$ cat src/rtl/core/ppacc_pkg.sv
`timescale 1ns / 1ps
package ppacc_pkg;

    localparam int FRAC_BITS   = 16;
    localparam int QONE_BITS   = 30;
    localparam int CFG_COUNT   = 6;
    localparam int CFG_IDX_W   = 3;
    localparam int SQRT_STEPS  = 33;
    localparam int DIV_STEPS   = 31;
    localparam int CNT_W       = 6;
    localparam int OUT_SHIFT   = FRAC_BITS + QONE_BITS - 32;

    localparam logic [CFG_IDX_W-1:0] CFG_SIGMA_CROSS = 3'd0;
    localparam logic [CFG_IDX_W-1:0] CFG_SIGMA_ONE   = 3'd1;
    localparam logic [CFG_IDX_W-1:0] CFG_SIGMA_TWO   = 3'd2;
    localparam logic [CFG_IDX_W-1:0] CFG_EPS_CROSS   = 3'd3;
    localparam logic [CFG_IDX_W-1:0] CFG_EPS_ONE     = 3'd4;
    localparam logic [CFG_IDX_W-1:0] CFG_EPS_TWO     = 3'd5;

    localparam logic [1:0] KIND_ONE = 2'd1;
    localparam logic [1:0] KIND_TWO = 2'd2;

    localparam logic [31:0] RST_SIGMA_CROSS = 32'd264261;
    localparam logic [31:0] RST_SIGMA_ONE   = 32'd288686;
    localparam logic [31:0] RST_SIGMA_TWO   = 32'd216269;
    localparam logic [31:0] RST_EPS_CROSS   = 32'd5894;
    localparam logic [31:0] RST_EPS_ONE     = 32'd12976;
    localparam logic [31:0] RST_EPS_TWO     = 32'd5243;

    typedef enum logic [2:0] {
        MS_DX, MS_DY, MS_DZ, MS_QQ, MS_Q2Q, MS_Q3Q3, MS_Q6Q3, MS_EPS
    } t_mul_sel;

    typedef enum logic [2:0] {
        WB_D2ADD, WB_Q2, WB_Q3, WB_Q6, WB_Q9
    } t_wb_sel;

    typedef struct packed {
        logic     load;
        logic     d2_clear;
        logic     mul_en;
        t_mul_sel mul_sel;
        logic     wb_en;
        t_wb_sel  wb_sel;
        logic     sqrt_init;
        logic     sqrt_step;
        logic     div_init;
        logic     div_step;
        logic     term;
        logic     acc;
        logic     set_ovl;
        logic     emit;
        logic     clear;
    } t_cmd;

    typedef struct packed {
        logic ovl_seen;
        logic last;
        logic ovl_now;
        logic r_zero;
        logic out_free;
    } t_status;

endpackage

$ cat src/rtl/core/ppacc_ctrl.sv
`timescale 1ns / 1ps
module ppacc_ctrl (
    input  logic               i_clk,
    input  logic               i_rst_n,
    input  logic               i_valid,
    output logic               o_stall,
    input  ppacc_pkg::t_status i_st,
    output ppacc_pkg::t_cmd    o_cmd
);
    import ppacc_pkg::*;

    typedef enum logic [4:0] {
        S_IDLE, S_START, S_WX, S_WY, S_WZ, S_SQI, S_SQRT, S_CMP, S_DIV,
        S_P1, S_P2, S_P3, S_P4, S_P5, S_P6, S_P7, S_P8, S_TERM, S_E1, S_E2, S_FIN
    } t_state;

    t_state           r_state, n_state;
    logic [CNT_W-1:0] r_cnt, n_cnt;

    assign o_stall = (r_state != S_IDLE);

    always_comb begin
        o_cmd   = '0;
        n_state = r_state;
        n_cnt   = r_cnt;
        unique case (r_state)
            S_IDLE: begin
                if (i_valid) begin
                    o_cmd.load = 1'b1;
                    n_state    = S_START;
                end
            end
            S_START: begin
                if (i_st.ovl_seen) begin
                    n_state = S_FIN;
                end else begin
                    o_cmd.d2_clear = 1'b1;
                    o_cmd.mul_en   = 1'b1;
                    o_cmd.mul_sel  = MS_DX;
                    n_state        = S_WX;
                end
            end
            S_WX: begin
                o_cmd.wb_en   = 1'b1;
                o_cmd.wb_sel  = WB_D2ADD;
                o_cmd.mul_en  = 1'b1;
                o_cmd.mul_sel = MS_DY;
                n_state       = S_WY;
            end
            S_WY: begin
                o_cmd.wb_en   = 1'b1;
                o_cmd.wb_sel  = WB_D2ADD;
                o_cmd.mul_en  = 1'b1;
                o_cmd.mul_sel = MS_DZ;
                n_state       = S_WZ;
            end
            S_WZ: begin
                o_cmd.wb_en  = 1'b1;
                o_cmd.wb_sel = WB_D2ADD;
                n_state      = S_SQI;
            end
            S_SQI: begin
                o_cmd.sqrt_init = 1'b1;
                n_cnt           = CNT_W'(SQRT_STEPS - 1);
                n_state         = S_SQRT;
            end
            S_SQRT: begin
                o_cmd.sqrt_step = 1'b1;
                n_cnt           = r_cnt - 1'b1;
                if (r_cnt == '0) begin
                    n_state = S_CMP;
                end
            end
            S_CMP: begin
                if (i_st.ovl_now) begin
                    o_cmd.set_ovl = 1'b1;
                    n_state       = S_FIN;
                end else if (i_st.r_zero) begin
                    n_state = S_FIN;
                end else begin
                    o_cmd.div_init = 1'b1;
                    n_cnt          = CNT_W'(DIV_STEPS - 1);
                    n_state        = S_DIV;
                end
            end
            S_DIV: begin
                o_cmd.div_step = 1'b1;
                n_cnt          = r_cnt - 1'b1;
                if (r_cnt == '0) begin
                    n_state = S_P1;
                end
            end
            S_P1: begin
                o_cmd.mul_en  = 1'b1;
                o_cmd.mul_sel = MS_QQ;
                n_state       = S_P2;
            end
            S_P2: begin
                o_cmd.wb_en  = 1'b1;
                o_cmd.wb_sel = WB_Q2;
                n_state      = S_P3;
            end
            S_P3: begin
                o_cmd.mul_en  = 1'b1;
                o_cmd.mul_sel = MS_Q2Q;
                n_state       = S_P4;
            end
            S_P4: begin
                o_cmd.wb_en  = 1'b1;
                o_cmd.wb_sel = WB_Q3;
                n_state      = S_P5;
            end
            S_P5: begin
                o_cmd.mul_en  = 1'b1;
                o_cmd.mul_sel = MS_Q3Q3;
                n_state       = S_P6;
            end
            S_P6: begin
                o_cmd.wb_en  = 1'b1;
                o_cmd.wb_sel = WB_Q6;
                n_state      = S_P7;
            end
            S_P7: begin
                o_cmd.mul_en  = 1'b1;
                o_cmd.mul_sel = MS_Q6Q3;
                n_state       = S_P8;
            end
            S_P8: begin
                o_cmd.wb_en  = 1'b1;
                o_cmd.wb_sel = WB_Q9;
                n_state      = S_TERM;
            end
            S_TERM: begin
                o_cmd.term = 1'b1;
                n_state    = S_E1;
            end
            S_E1: begin
                o_cmd.mul_en  = 1'b1;
                o_cmd.mul_sel = MS_EPS;
                n_state       = S_E2;
            end
            S_E2: begin
                o_cmd.acc = 1'b1;
                n_state   = S_FIN;
            end
            S_FIN: begin
                if (!i_st.last) begin
                    n_state = S_IDLE;
                end else if (i_st.out_free) begin
                    o_cmd.emit  = 1'b1;
                    o_cmd.clear = 1'b1;
                    n_state     = S_IDLE;
                end
            end
            default: begin
                n_state = S_IDLE;
            end
        endcase
    end

    always_ff @(posedge i_clk) begin
        if (!i_rst_n) begin
            r_state <= S_IDLE;
            r_cnt   <= '0;
        end else begin
            r_state <= n_state;
            r_cnt   <= n_cnt;
        end
    end

    a_emit_only_at_fin: assert property (@(posedge i_clk) disable iff (!i_rst_n)
        o_cmd.emit |-> (r_state == S_FIN) && i_st.out_free)
        else $error("Result emitted outside the finish step.");

    a_load_only_idle: assert property (@(posedge i_clk) disable iff (!i_rst_n)
        o_cmd.load |=> (r_state == S_START))
        else $error("Word load did not start the sequence.");

    a_no_acc_after_ovl: assert property (@(posedge i_clk) disable iff (!i_rst_n)
        o_cmd.set_ovl |=> !o_cmd.acc)
        else $error("Accumulation followed an overlap.");

endmodule

$ cat config.mk
export PLATFORM = sky130hd
export DESIGN_NAME = ppacc_ctrl
export DESIGN_NICKNAME = d
export VERILOG_FILES = /design/src/rtl/core/ppacc_pkg.sv /design/src/rtl/core/ppacc_ctrl.sv
export SDC_FILE = /design/constraint.sdc
export NUM_CORES = 1
export LEC_CHECK = 0
export BUFFER_PORTS_ARGS = -buffer_cell sky130_fd_sc_hd__buf_4
export CAP_MARGIN = 10
export CORE_ASPECT_RATIO = 0.9
export CORE_UTILIZATION = 46
export CTS_BUF_LIST = sky130_fd_sc_hd__clkbuf_16
export DETAILED_ROUTE_END_ITERATION = 10
export GPL_TIMING_DRIVEN = 0
export PLACE_DENSITY = 0.83
export SYNTH_ARGS = -nofsm -noshare
export SYNTH_HDL_FRONTEND = slang
export SYNTH_SLANG_ARGS = --single-unit
export TNS_END_PERCENT = 30
$ cat constraint.sdc
create_clock -name i_clk -period 1.86 [get_ports i_clk]
set_clock_uncertainty 0.2 [all_clocks]
set_input_delay 0.372 -clock i_clk [delete_from_list [all_inputs] [get_ports i_clk]]
set_output_delay 0.372 -clock i_clk [all_outputs]
set_load 0.03 [all_outputs]
==> metrics.txt <==
status=finished with violations; violated checks=setup timing; final setup vio count=19; register area share after synthesis=0.221; EDFF count, synth=0; Ant. Diodes=0; vias in the first global route=1227; Worst slew margin=0.661; crit-path cells=buf_8, nand2b_4, or3_4, o21ai_2, buf_6; Critical Path RT=1290 ps; area added between synthesis and finish=69.2%; Reg2Reg Setup Slack=-20 ps; largest net degree at the start of global routing=11; All-Layer GR Usage=0.354; GPL Wtd Cong=0.919; hpwl dp=2.32 mm; root buffer cell=clkbuf_16; die width=51.1 um; commonest non-fill, non-tap cell in the layout=buf_4; Initial Util=0.507; setup ws final=-195 ps; crit-path max FO=8; Clock Pin Slew Worst Setup and Hold Paths=40 ps; Crit. End Element=primary output; Mapped Avg Cell Area=7.24 um^2; Slew Limit Fails=0; sequential share of power=0.204; Die Area=2360 um^2; Max Cap Violations=0; Worst setup SP type=flip-flop; Post-synth top flop=dfxtp_1; I/O pin total=28; Final min period=2060 ps; mapped cell area=998 um^2; post-synth net total=148; Clock H-tree levels=1; design area=1690 um^2; initial antenna violation count=0; Placed Area=1300 um^2; Post-Route WL=4.16 mm; antenna-violating nets left=0; worst slew pin tran=504 ps; fill count=105; Area contributors post-synth=dfxtp_1, nor3_1, nor2_1; Final #Nets=188; vias per cell=6.71; kind of critical path=reg -> out; crit path capture=o_cmd[14]; CTS tree=built; core area=1970 um^2; fmax=487 MHz; Final Power=1.56 mW; die span in y=46.2 um; FF-to-FF Start=r_state[0]$_SDFFE_PN0P_; Worst path max stage delay=370 ps; routed len/inst=20.6 um; IR drop worst, VDD=950 uV; Static Leak=0.707 nW; Period Utilization, post-route=1.11; DR iter-0 viols=71; CTS Buf Count=3; Worst path slowest cell=dfxtp_4; combinational power share=0.542; clock power share=0.254; CTS Sinks=11; Yosys top cell by area=dfxtp_1; area of the multi-input gates=866 um^2; Post-Place Cells=189; worst skew pair latency=240 ps; router iterations before antenna repair=5; first-pass GRT wire length=6.02 mm; most frequent cells in the layout=buf_4, nor2_1, buf_6; via count=1356; asr flop ratio synth=0; final hold violations=0; share of cells above drive strength 1=0.525; Sw Ratio=0.405; Cell variety after synth=48; crit path DAT=1480 ps; Port Buffers=26; P_int=0.929 mW; worst setup path start=r_state[2]$_SDFFE_PN0P_; reg2reg end=r_state[0]$_SDFFE_PN0P_; FF-to-FF path depth=5; FP Rows=15; Yosys reg bits=11; Pwr Density=924 nW/um^2; Synth Instances=138; post-layout instance count excluding filler cells=202; Warnings, synthesis=0; FF+latch area=236 um^2; GR Overflow Total=0; RSZ-0062 raised after global routing=yes; clk buf depth=2; Hold Path Class=in -> reg; DRC=0; Synth top area share=0.221; net switching power=0.632 mW
[flip-flops by register name, indices dropped and copies added, names as in the netlist]
| signal | cells |
|---|---|
| r_cnt | 6 |
| r_state | 5 |
[worst min path at each step]
stage	to	cells after the start	slack, ps	startpoint
after floorplan	r_cnt[0]$_SDFFE_PN0P_	1	260	r_cnt[0]$_SDFFE_PN0P_
after global placement	r_cnt[0]$_SDFFE_PN0P_	1	280	r_cnt[0]$_SDFFE_PN0P_
after detailed placement	r_cnt[4]$_SDFFE_PN0P_	2	290	r_cnt[4]$_SDFFE_PN0P_
after CTS	r_state[1]$_SDFFE_PN0P_	4	270	i_st[4]
after global routing	r_state[1]$_SDFFE_PN0P_	4	290	i_st[4]
final	r_state[1]$_SDFFE_PN0P_	4	290	i_st[4]
[synth_stat cells, drive strengths merged, types with 5 or more instances]
cell and n:
a21oi 6, nand2b 6, nor2 14, nor3 12, nor3b 5, buf 8, and3 5, o21ai 9
clkbuf 5, dfxtp 11, inv 5, nand2 8
[power groups by stage]
stage	sequential, mW	combinational [mW]	clock, mW
final	0.319	0.846	0.397
after global routing	0.320	0.884	0.412
after CTS	0.305	0.740	0.398
after detailed placement	0.279	0.642	0
after global placement	0.277	0.625	0
after floorplan	0.276	0.473	0
[kinds of logic after synthesis]
family	share of synthesized area
XOR/XNOR	0.00877
multiplexers	0.0213
AND/OR/NAND/NOR	0.356
flip-flops	0.221
adder cells (fa/ha/maj)	0.0251
buffers and inverters	0.0940
AO/OA/AOI/OAI	0.274
[stage by stage]
step	hold slack (ps)	worst slack, ps	setup TNS [ps]	utilization
after global placement	282	-410	-3700	0.660
after floorplan	260	-225	-883	-
after CTS	267	-165	-1140	0.806
after global routing	295	-224	-2350	0.857
after detailed placement	295	-391	-3960	0.660
final	287	-195	-1700	0.857
[what timing repair did]
item,CTS,global route
pin swaps,7,0
buffers inserted,5,5
cloned,2,0
endpoints found under the setup margin,27,28
resized for setup,47,17
hold buffers,0,0
[cell type report]
cell class,instances,area share
repair buffers,38,0.182
well taps,25,0.0185
clock inverters,1,0.00296
multi-input cells,108,0.513
clock buffers,3,0.0444
plain buffers,10,0.0830
flip-flops and latches,11,0.140
inverters,6,0.0163
[metal layers]
layer / global-route usage / part of all wire / up-vias
met2: 0.611 / 0.50 / 93
met5: 0 / 0 / -
met1: 0.427 / 0.38 / 665
met4: 0.106 / 0.012 / 0
met3: 0.106 / 0.099 / 10
li1: - / - / 588
[worst max-delay path: cells and delay by family, from the launching register on]
kind / cells / cell delay, ps
AND/OR/NAND/NOR: 2 / 500
buffers and inverters: 2 / 290
AO/OA/AOI/OAI: 1 / 70
flip-flops: 1 / 370
No activity file was read; power rests on OpenSTA's default activity.
